===== config.mk =====
export PLATFORM = sky130hd
export DESIGN_NAME = line_substring_finder_top
export DESIGN_NICKNAME = d
export VERILOG_FILES = /design/src/sv/lsf_pkg.sv /design/src/sv/lsf_cell.sv /design/src/sv/line_substring_finder_top.sv
export SDC_FILE = /design/constraint.sdc
export NUM_CORES = 2
export LEC_CHECK = 0
export BUFFER_PORTS_ARGS = -buffer_cell sky130_fd_sc_hd__clkbuf_2
export CORE_ASPECT_RATIO = 0.9
export CORE_UTILIZATION = 43
export DETAILED_ROUTE_END_ITERATION = 8
export RECOVER_POWER = 100
export SYNTH_ARGS = -nofsm -noshare
export SYNTH_HDL_FRONTEND = slang
export SYNTH_SLANG_ARGS = --single-unit

===== constraint.sdc =====
create_clock -name aclk -period 5.7 [get_ports aclk]
set_input_delay 0.285 -clock aclk [delete_from_list [all_inputs] [get_ports aclk]]
set_output_delay 0.285 -clock aclk [all_outputs]
set_load 0.01 [all_outputs]

===== src/sv/lsf_pkg.sv =====
package lsf_pkg;

    localparam int MAX_PATTERN = 48;
    localparam int MAX_LINE    = 256;

    localparam int PATTERN_WORDS = 6;
    localparam int CFG_WIDTH     = 64;
    localparam int CFG_ADDR_W    = 6;
    localparam int POS_W         = 9;
    localparam int LEN_W         = 6;

    localparam logic [7:0] CR_BYTE    = 8'd13;
    localparam logic [7:0] NUL_BYTE   = 8'd0;
    localparam logic [7:0] CASE_DELTA = 8'd32;

    // Register indexes, taken from paddr bits [5:3].
    localparam logic [2:0] REG_PATTERN_LAST = 3'd5;
    localparam logic [2:0] REG_LENGTH       = 3'd6;

    localparam logic [1:0] ST_NONE     = 2'd0;
    localparam logic [1:0] ST_MATCH    = 2'd1;
    localparam logic [1:0] ST_UNMATCHED = 2'd2;
    localparam logic [1:0] ST_OVERFLOW = 2'd3;

    typedef struct packed {
        logic load;
        logic clear;
    } lsf_cell_ctrl_t;

    typedef struct packed {
        logic [7:0] match_offset;
        logic [1:0] status;
    } lsf_result_t;

    function automatic logic byte_matches(input logic [7:0] c, input logic [7:0] p);
        logic [7:0] folded;
        folded = p - CASE_DELTA;
        return (c == p) || (c == folded);
    endfunction

endpackage


===== src/sv/lsf_cell.sv =====
module lsf_cell (
    input  logic                   aclk,
    input  logic                   aresetn,
    input  lsf_pkg::lsf_cell_ctrl_t ctrl,
    input  logic [7:0]             ch,
    input  logic [7:0]             pattern_byte,
    input  logic                   active,
    input  logic                   prev_bit,
    output logic                   bit_next,
    output logic                   bit_reg
);

    assign bit_next = active && prev_bit && lsf_pkg::byte_matches(ch, pattern_byte);

    always_ff @(posedge aclk) begin
        if (!aresetn) begin
            bit_reg <= 1'b0;
        end else if (ctrl.load) begin
            bit_reg <= ctrl.clear ? 1'b0 : bit_next;
        end
    end

endmodule


===== src/sv/line_substring_finder_top.sv =====
// The result for an accepted input beat is registered in the output stage before it appears on m_tvalid.
// Throughput: one beat per cycle while s_tready is high; the 48-cell shift-and chain advances one step per beat.
// A two-entry output stage (output register plus skid) keeps s_tready high while one
// result waits; s_tready drops only when both entries are full.
// Reset (aresetn low, synchronous): clears the match vector, position, skip and the
// output stage, marks the block idle until a line starts, pattern to zero, length to 1.
module line_substring_finder_top (
    input  logic                              aclk,
    input  logic                              aresetn,
    // Input stream.
    input  logic                              s_tvalid,
    output logic                              s_tready,
    input  logic [15:0]                       s_tdata,  // ch [7:0], skip [15:8]
    input  logic                              s_tuser,  // line_first
    // Result stream.
    output logic                              m_tvalid,
    input  logic                              m_tready,
    output logic [15:0]                       m_tdata,  // status [1:0], match_offset [9:2]
    // Configuration port.
    input  logic                              psel,
    input  logic                              penable,
    input  logic                              pwrite,
    input  logic [lsf_pkg::CFG_ADDR_W-1:0]    paddr,
    input  logic [lsf_pkg::CFG_WIDTH-1:0]     pwdata,
    output logic [lsf_pkg::CFG_WIDTH-1:0]     prdata,
    output logic                              pready
);

    localparam int PAT_BITS = lsf_pkg::PATTERN_WORDS * lsf_pkg::CFG_WIDTH;

    // Configuration registers.
    logic [PAT_BITS-1:0]          pattern_reg;
    logic [lsf_pkg::LEN_W-1:0]    length_reg;
    logic [2:0]                   cfg_idx;
    logic                         cfg_wr;

    assign pready  = 1'b1;
    assign cfg_idx = paddr[5:3];
    assign cfg_wr  = psel && penable && pwrite && pready;

    always_ff @(posedge aclk) begin
        if (!aresetn) begin
            pattern_reg <= '0;
            length_reg  <= lsf_pkg::LEN_W'(1);
        end else if (cfg_wr) begin
            if (cfg_idx <= lsf_pkg::REG_PATTERN_LAST) begin
                pattern_reg[cfg_idx*lsf_pkg::CFG_WIDTH +: lsf_pkg::CFG_WIDTH] <= pwdata;
            end else if (cfg_idx == lsf_pkg::REG_LENGTH) begin
                length_reg <= pwdata[lsf_pkg::LEN_W-1:0];
            end
        end
    end

    always_comb begin
        prdata = '0;
        if (cfg_idx <= lsf_pkg::REG_PATTERN_LAST) begin
            prdata = pattern_reg[cfg_idx*lsf_pkg::CFG_WIDTH +: lsf_pkg::CFG_WIDTH];
        end else if (cfg_idx == lsf_pkg::REG_LENGTH) begin
            prdata = {{(lsf_pkg::CFG_WIDTH-lsf_pkg::LEN_W){1'b0}}, length_reg};
        end
    end

    // Out-of-range lengths fold into 1..MAX_PATTERN.
    logic [lsf_pkg::LEN_W-1:0] len_eff;
    logic [lsf_pkg::LEN_W-1:0] len_last;

    always_comb begin
        len_eff = length_reg;
        if (length_reg == '0) begin
            len_eff = lsf_pkg::LEN_W'(1);
        end else if (length_reg > lsf_pkg::LEN_W'(lsf_pkg::MAX_PATTERN)) begin
            len_eff = lsf_pkg::LEN_W'(lsf_pkg::MAX_PATTERN);
        end
    end
    assign len_last = len_eff - lsf_pkg::LEN_W'(1);

    // Line state.
    logic [lsf_pkg::POS_W-1:0] position_reg, position_next;
    logic [7:0]                skip_reg, skip_next;
    logic                      resolved_reg, resolved_next;

    logic [7:0]                in_ch, in_skip;
    logic                      in_first, accept;

    assign in_ch    = s_tdata[7:0];
    assign in_skip  = s_tdata[15:8];
    assign in_first = s_tuser;
    assign accept   = s_tvalid && s_tready;

    logic [lsf_pkg::POS_W-1:0] pos_eff;
    logic [7:0]                skip_eff;
    logic                      resolved_eff, line_end, overflow, start_ok, hit;

    assign pos_eff      = in_first ? '0 : position_reg;
    assign skip_eff     = in_first ? in_skip : skip_reg;
    assign resolved_eff = in_first ? 1'b0 : resolved_reg;
    assign line_end     = (in_ch == lsf_pkg::CR_BYTE) || (in_ch == lsf_pkg::NUL_BYTE);
    assign overflow     = pos_eff >= lsf_pkg::POS_W'(lsf_pkg::MAX_LINE);
    assign start_ok     = pos_eff >= {1'b0, skip_eff};

    // Cell chain.
    logic [lsf_pkg::MAX_PATTERN-1:0] bits_reg, bits_next, active;
    lsf_pkg::lsf_cell_ctrl_t         cell_ctrl;

    assign hit = !resolved_eff && !line_end && !overflow && bits_next[len_last];

    assign cell_ctrl.load  = accept;
    assign cell_ctrl.clear = resolved_eff || line_end || overflow || hit;

    genvar gi;
    generate
        for (gi = 0; gi < lsf_pkg::MAX_PATTERN; gi++) begin : g_cell
            logic prev;
            if (gi == 0) begin : g_head
                // The head cell's neighbor is the skip window: a match may start here.
                assign prev = start_ok;
            end else begin : g_body
                // A new line starts from an empty vector, so the neighbor's old bit is ignored.
                assign prev = bits_reg[gi-1] && !in_first;
            end
            assign active[gi] = lsf_pkg::LEN_W'(gi) < len_eff;

            lsf_cell u_cell (
                .aclk        (aclk),
                .aresetn     (aresetn),
                .ctrl        (cell_ctrl),
                .ch          (in_ch),
                .pattern_byte(pattern_reg[gi*8 +: 8]),
                .active      (active[gi]),
                .prev_bit    (prev),
                .bit_next    (bits_next[gi]),
                .bit_reg     (bits_reg[gi])
            );
        end
    endgenerate

    // Result for the beat at the input.
    lsf_pkg::lsf_result_t res;
    logic [lsf_pkg::POS_W-1:0] start_pos;

    assign start_pos = pos_eff + lsf_pkg::POS_W'(1) - {3'b000, len_eff};

    always_comb begin
        res.status       = lsf_pkg::ST_NONE;
        res.match_offset = '0;
        if (!resolved_eff) begin
            if (line_end) begin
                res.status = lsf_pkg::ST_UNMATCHED;
            end else if (overflow) begin
                res.status = lsf_pkg::ST_OVERFLOW;
            end else if (hit) begin
                res.status       = lsf_pkg::ST_MATCH;
                res.match_offset = start_pos[7:0];
            end
        end
    end

    always_comb begin
        position_next = position_reg;
        skip_next     = skip_reg;
        resolved_next = resolved_reg;
        if (accept) begin
            position_next = pos_eff;
            skip_next     = skip_eff;
            resolved_next = resolved_eff;
            if (!resolved_eff) begin
                if (line_end || overflow || hit) begin
                    resolved_next = 1'b1;
                end else begin
                    position_next = pos_eff + lsf_pkg::POS_W'(1);
                end
            end
        end
    end

    always_ff @(posedge aclk) begin
        if (!aresetn) begin
            position_reg <= '0;
            skip_reg     <= '0;
            resolved_reg <= 1'b1;
        end else begin
            position_reg <= position_next;
            skip_reg     <= skip_next;
            resolved_reg <= resolved_next;
        end
    end

    // Output register with a skid entry behind it.
    lsf_pkg::lsf_result_t main_reg, main_next, skid_reg, skid_next;
    logic                 main_valid_reg, main_valid_next, skid_valid_reg, skid_valid_next;
    logic                 pop;

    assign pop      = m_tvalid && m_tready;
    assign s_tready = !skid_valid_reg;

    always_comb begin
        main_next       = main_reg;
        skid_next       = skid_reg;
        main_valid_next = main_valid_reg;
        skid_valid_next = skid_valid_reg;
        if (pop) begin
            if (skid_valid_reg) begin
                main_next       = skid_reg;
                skid_valid_next = 1'b0;
            end else begin
                main_valid_next = 1'b0;
            end
        end
        if (accept) begin
            if (main_valid_next) begin
                skid_next       = res;
                skid_valid_next = 1'b1;
            end else begin
                main_next       = res;
                main_valid_next = 1'b1;
            end
        end
    end

    always_ff @(posedge aclk) begin
        if (!aresetn) begin
            main_valid_reg <= 1'b0;
            skid_valid_reg <= 1'b0;
        end else begin
            main_valid_reg <= main_valid_next;
            skid_valid_reg <= skid_valid_next;
        end
        main_reg <= main_next;
        skid_reg <= skid_next;
    end

    assign m_tvalid = main_valid_reg;
    assign m_tdata  = {6'b000000, main_reg.match_offset, main_reg.status};

    // A resolving beat leaves the line resolved and the vector empty.
    assert property (@(posedge aclk) disable iff (!aresetn)
        accept && (res.status != lsf_pkg::ST_NONE) |=> resolved_reg && (bits_reg == '0))
        else $error("line not resolved after a final status");

    // While a line is resolved, no partial match survives.
    assert property (@(posedge aclk) disable iff (!aresetn)
        resolved_reg |-> (bits_reg == '0))
        else $error("partial match bits set on a resolved line");

    // The skid entry is only ever filled behind a full output register.
    assert property (@(posedge aclk) disable iff (!aresetn)
        skid_valid_reg |-> main_valid_reg)
        else $error("skid entry valid with empty output register");

    // Position never runs past the overflow point.
    assert property (@(posedge aclk) disable iff (!aresetn)
        position_reg <= lsf_pkg::POS_W'(lsf_pkg::MAX_LINE))
        else $error("position beyond line limit");

endmodule


Word level (Yosys, flattened, before mapping). Cells that the tools add are included.

Mux-type cells: 77. Bitwise operators: 1. Reduce and logical (&&, ||, !) cells: 214. $add $sub $neg: 52. Eq/ne operators: 98. Order comparisons: 53. Shifts and indexed selects: 3.

Operators with widths (count): 8-bit == test (96); 384-bit bitwise mux (1); 64-bit by 34-bit variable shift with 384-bit output, first input constant (1); 384-bit by 10-bit variable part select with 64-bit output (1); 64-bit by 34-bit variable part select with 384-bit output (1); 8-bit by 6-bit subtractor with 8-bit output, second input constant (48); 1-bit logical AND (150); 5-bit by 6-bit less-than comparator with 1-bit output, first input constant (16); 6-bit less-than comparator, first input constant (16); 64-bit two-way mux (1); 10-bit two-way mux (6); 1-bit two-way mux (57); 1-bit logical OR (54); 4-bit by 6-bit less-than comparator with 1-bit output, first input constant (8); 9-bit negator with 34-bit output (1); 9-bit two-way mux (3); 3-bit by 6-bit less-than comparator with 1-bit output, first input constant (4); 8-bit two-way mux (3); 6-bit two-way mux (3); 1-bit by 6-bit less-than comparator with 1-bit output, first input constant (2); 2-bit by 6-bit less-than comparator with 1-bit output, first input constant (2); 9-bit by 1-bit adder with 9-bit output, second input constant (1); 9-bit by 8-bit greater-or-equal comparator with 1-bit output (1); 9-bit greater-or-equal comparator, second input constant (1); other kinds (15) (21).

Register bits after elaboration: 477. Output and inout port bits: 83. Input port bits: 94. Word-level logic and storage cells: 556.

Longest topological paths before layout.
Depth in word-level cells: 15. Depth in mapped cells: 20. Gate-level depth less buffers: 14.

Modules after synthesis. A second synthesis with hierarchy kept.

Cells, all modules: 3624. Area, all modules: 30785.8 µm².

Modules (own cells, without submodules): line_substring_finder_top (instances 1, cells each 2568, area an instance 21957.3 µm², sequential area each 8708.4 µm²); lsf_cell (instances 48, cells each 22, area an instance 183.9 µm², sequential area each 20.0 µm²).

Worst setup path after synthesis. No wires, ideal clock.

Path type: reg-to-reg. Start: register length_reg[1] (netlist bit). End: register g_cell[2].u_cell.bit_reg. Stages on the path, launching flop included: 18. Data required time: 5.581 ns. Library setup time: 0.119 ns. Data arrival time: 3.918 ns. Slack: 1.663 ns. Clock period less this slack: 4.037 ns. Path buffers: 4. Cell sequence: dfxtp_1 or4_4 o21ai_2 inv_2 buf_2 ha_1 clkbuf_1 nand2_1 o2111ai_1 or4_1 a2111oi_1 a221oi_1 a211oi_2 o21ai_2 nand3_1 buf_2 buf_4 o21ai_1.

Word-level cells in the longest chain between the ends: 11. Elaborated cells between the ends (all ways): 154. Those cells by class: add/sub (1); order compare (49); mux (5); reduce/logical (99).

Ends and longest elaborated chain: start: declaration (RTL line line_substring_finder_top.sv:33) `logic [lsf_pkg::LEN_W-1:0] length_reg;`; start signal: assignment (RTL line line_substring_finder_top.sv:44) `length_reg <= lsf_pkg::LEN_W'(1);`; start signal: assignment (RTL line line_substring_finder_top.sv:49) `length_reg <= pwdata[lsf_pkg::LEN_W-1:0];`; 6-bit greater-than comparator (RTL line line_substring_finder_top.sv:71) `end else if (length_reg > lsf_pkg::LEN_W'(lsf_pkg::MAX_PATTERN)) begin`; 6-bit two-way mux (RTL line line_substring_finder_top.sv:71); 6-bit two-way mux (*) (RTL line line_substring_finder_top.sv:69) `if (length_reg == '0) begin`; 1-bit by 6-bit less-than comparator with 1-bit output, or another cell as far along (RTL line line_substring_finder_top.sv:121) `assign active[gi] = lsf_pkg::LEN_W'(gi) < len_eff;`; 1-bit logical AND (2 in series) (RTL line lsf_cell.sv:13) `assign bit_next = active && prev_bit && lsf_pkg::byte_matches(ch, pattern_byte);`; 1-bit binary-select mux with 6-bit select (RTL line line_substring_finder_top.sv:105) `assign hit = !resolved_eff && !line_end && !overflow && bits_next[len_last];`; 1-bit two-way mux (implied by the code) (RTL line line_substring_finder_top.sv:105); 1-bit logical AND (RTL line line_substring_finder_top.sv:105); 1-bit logical OR (RTL line line_substring_finder_top.sv:108) `assign cell_ctrl.clear = resolved_eff || line_end || overflow || hit;`; 1-bit two-way mux (*) (RTL line lsf_cell.sv:19) `bit_reg <= ctrl.clear ? 1'b0 : bit_next;`; end signal: assignment (RTL line lsf_cell.sv:19); end: declaration (RTL line lsf_cell.sv:10) `output logic bit_reg`.

Mark *: on every way between the ends. The rest lies on a longest branch, timed or not. The select of a mux whose other input is x is not followed. A chain may end at the register's enable or synchronous reset.

Worst setup path in the final report.
Start: register length_reg[5] (netlist bit). End: register g_cell[36].u_cell.bit_reg.

Word-level cells in the longest chain between the ends: 11. Elaborated cells between the ends (all ways): 154. Those cells by class: add/sub (1); order compare (49); mux (5); reduce/logical (99).

Ends and longest elaborated chain (RTL line): 6-bit greater-than comparator (line_substring_finder_top.sv:71); 6-bit two-way mux (line_substring_finder_top.sv:71); 6-bit two-way mux (*) (line_substring_finder_top.sv:69); 1-bit by 6-bit less-than comparator with 1-bit output, or another cell as far along (line_substring_finder_top.sv:121); 1-bit logical AND (2 in series) (lsf_cell.sv:13); 1-bit binary-select mux with 6-bit select (line_substring_finder_top.sv:105); 1-bit two-way mux (implied by the code) (line_substring_finder_top.sv:105); 1-bit logical AND (line_substring_finder_top.sv:105); 1-bit logical OR (line_substring_finder_top.sv:108); 1-bit two-way mux (*) (lsf_cell.sv:19); end signal: assignment (lsf_cell.sv:19); end: declaration (lsf_cell.sv:10).

Marked as above.

==> flow_metrics.tcl <==
set metrics [dict create \
    fin_crit_sh_pct 91.29 \
    power_uw 7822 \
    wire_per_inst_um 24.40 \
    intPower_uw 5696 \
    swShare_pct 27.18 \
    peakVddDrop_uv 219.4 \
    powerDensity_nw_per_um2 237.7 \
    grt_max_degree 175 \
    drt-pass1-iter-count 6 \
    clockRootBuffer "clkbuf_16" \
    via_per_inst 5.978 \
    largest_reg_flops 384 \
    synth_area_um2 29200 \
    p_sw_uw 2126 \
    grt_pass1_vias 25895 \
    yosysWarnings 0 \
    report.final.slew_viol_count 198 \
    p_leak_uw 0.01102 \
    syn_to_final_growth_pct 12.70 \
    netlist.area_leader.share_pct 32.02 \
    cts_setup_buffers 0 \
    pwr-share-clk_pct 45.4 \
    dp_hpwl_um 72500 \
    finalWirelength_um 113100 \
    cts_sinks 477 \
    h-tree-depth 2 \
    hold_path_depth 3 \
    min_path_type "input pin to register" \
    nets 3885 \
    clock_latency_ns 0.62 \
    maxCapViolCount 3 \
    final_common_cell "nand2_1" \
    yosys-top-cells-area "dfxtp_1 32%, xnor2_1 9.1%, nand2_1 8.7%" \
    violations "capacitance limit, slew limit" \
    share_comb_of_total_power_pct 11.5 \
    antenna_found_initial 2 \
    ys.flop_type "dfxtp_1" \
    layout_min_cycle_time_ns 5.203 \
    arrival_ns 5.74 \
    gp_congestion 0.9769 \
    initial_utilization_pct 43.50 \
    setup_tns_ns 0 \
    crit_path_max_fanout 19 \
    outcome "finished, violations left" \
    std_cell_rows 90 \
    whs_ns 0.01392 \
    synth_top_area_cell "dfxtp_1" \
    start_kind "register" \
    reg2reg_depth 14 \
    fin_util_pct 49.03 \
    ant_nets 0 \
    path_clk_slew_ns 0.06 \
    holdBufCountCts 73 \
    track_usage_pct 31.94 \
    drive_above_1_share_pct 10.96 \
    cts_max_path_buffers 3 \
    synth_edf_count 10 \
    critical_path_required_ns 6.23 \
    criticalPathCategory "register to register" \
    grt_setup_unrepaired "no" \
    ys_async_sr_fraction_pct 0 \
    finalSetupViolCount 0 \
    grt_pass1_wl_um 169000 \
    max_freq_ghz 0.1922 \
    synth_cell_types 92 \
    cts_resized 0 \
    cts_tree "done" \
    port_buffers 166 \
    ys_seq_elements 477 \
    worst_pin_slew_ns 4.300 \
    dieArea_um2 68950 \
    die_w_um 276.7 \
    coreArea_um2 67110 \
    cts_made_buffers 53 \
    slew_headroom_pct -186.6 \
    vias 27710 \
    syn_avg_cell_area_um2 8.015 \
    drt_iter0_markers 2952 \
    final_cell_mix "678 x nand2_1, 467 x dfxtp_1, 444 x a21oi_1" \
    ys_seq_area_share_pct 33.05 \
    synthCells 3643 \
    die_y_um 249.2 \
    hold_viol 0 \
    drc_errors 0 \
    ios 177 \
    grt.overflow.total 0 \
    clock_skew_ns 0.02761 \
    end_kind "register" \
    seq_power_share_pct 43.1 \
]
[power groups by stage]
stage,sequential [uW],clock [uW],combinational (uW)
final,3370,3550,900
after global placement,3450,0,845
after CTS,3370,3580,888
after global routing,3370,3710,945
after floorplan,3450,0,546
after detailed placement,3450,0,844
[cells by family after synthesis]
logic type | count (synthesis) | share of synthesized area (%)
adders and majority gates | 71 | 3.068
xor gates and xnor gates | 429 | 12.89
AOI/OAI and AO/OA | 733 | 15.07
and+or+nand+nor | 1343 | 20.93
other | 2 | 0.02572
muxes | 171 | 8.879
buffers and inverters | 417 | 6.085
DFF | 477 | 33.05
[worst paths after layout]
kind | from | endpoint | slack, ns
hold reg to reg | skip_reg[7] | skip_reg[7] | 0.45
setup reg to reg | length_reg[5] | g_cell[36].u_cell.bit_reg | 0.50
setup / recovery | length_reg[5] | g_cell[36].u_cell.bit_reg | 0.50
hold / removal | pwdata[4] | pattern_reg[4] | 0.01
[critical path: stages, from the launching register on]
cell and delay (ns):
dfxtp_1 0.78, nand2_1 0.17, and2_0 0.22, inv_1 0.21, ha_1 0.53, xor2_2 0.57
nor3_1 0.21, nor4b_1 0.22, a211o_1 0.24, a2111oi_0 0.50, a311oi_2 0.15, o21ai_2 0.43
nand3_1 0.16, clkbuf_2 0.41, o31ai_1 0.30
[layer usage]
metal	global-route usage (%)	share of wire (%)	routed length (um)	up-vias
met1	43.22	42	47940	13373
met5	0	0.0097	11	-
li1	-	-	-	12732
met3	4.736	8.3	9441	256
met4	11.84	3.7	4211	2
met2	51.46	46	51510	1347
[cell type report]
type                       count  area [um2]
clock buffer                  81        1582
clock inverter                14       166.4
inverter                     122       457.9
sequential                   477        9649
antenna                        1       2.502
multi-input combinational   2754       17830
fill                        6687       34210
timing repair buffer         312        2126
tap                          874        1094
[stage by stage]
| step | std cells | area [um2] | setup WS (ns) |
|---|---|---|---|
| 2_1_floorplan | 3648 | 29220 | 1.663 |
| 3_3_place_gp | 4466 | 30590 | 0.9639 |
| 3_5_place_dp | 4466 | 30590 | 0.9386 |
| 4_1_cts | 4634 | 33070 | 0.8840 |
| 5_1_grt | 4635 | 32910 | 0.3404 |
| 6_report | 4635 | 32910 | 0.4965 |
[synthesized netlist by cell type (all sizes together), types with 11 or more instances]
library cell  count
inv             119
o31ai            11
o2111ai          11
a22o             13
mux2             64
mux2i            43
mux4             64
dfxtp           467
o211ai           16
nor4             36
nand2           680
and3             12
nand3           267
nand4            49
a22oi            66
xor2            124
a211oi           12
clkbuf          191
buf             104
nand3b           37
nor3             33
nor2b            50
ha               70
a21oi           444
o21ai            72
nor2            130
xnor2           305
and2             13
(Power assumes the default switching activity.)
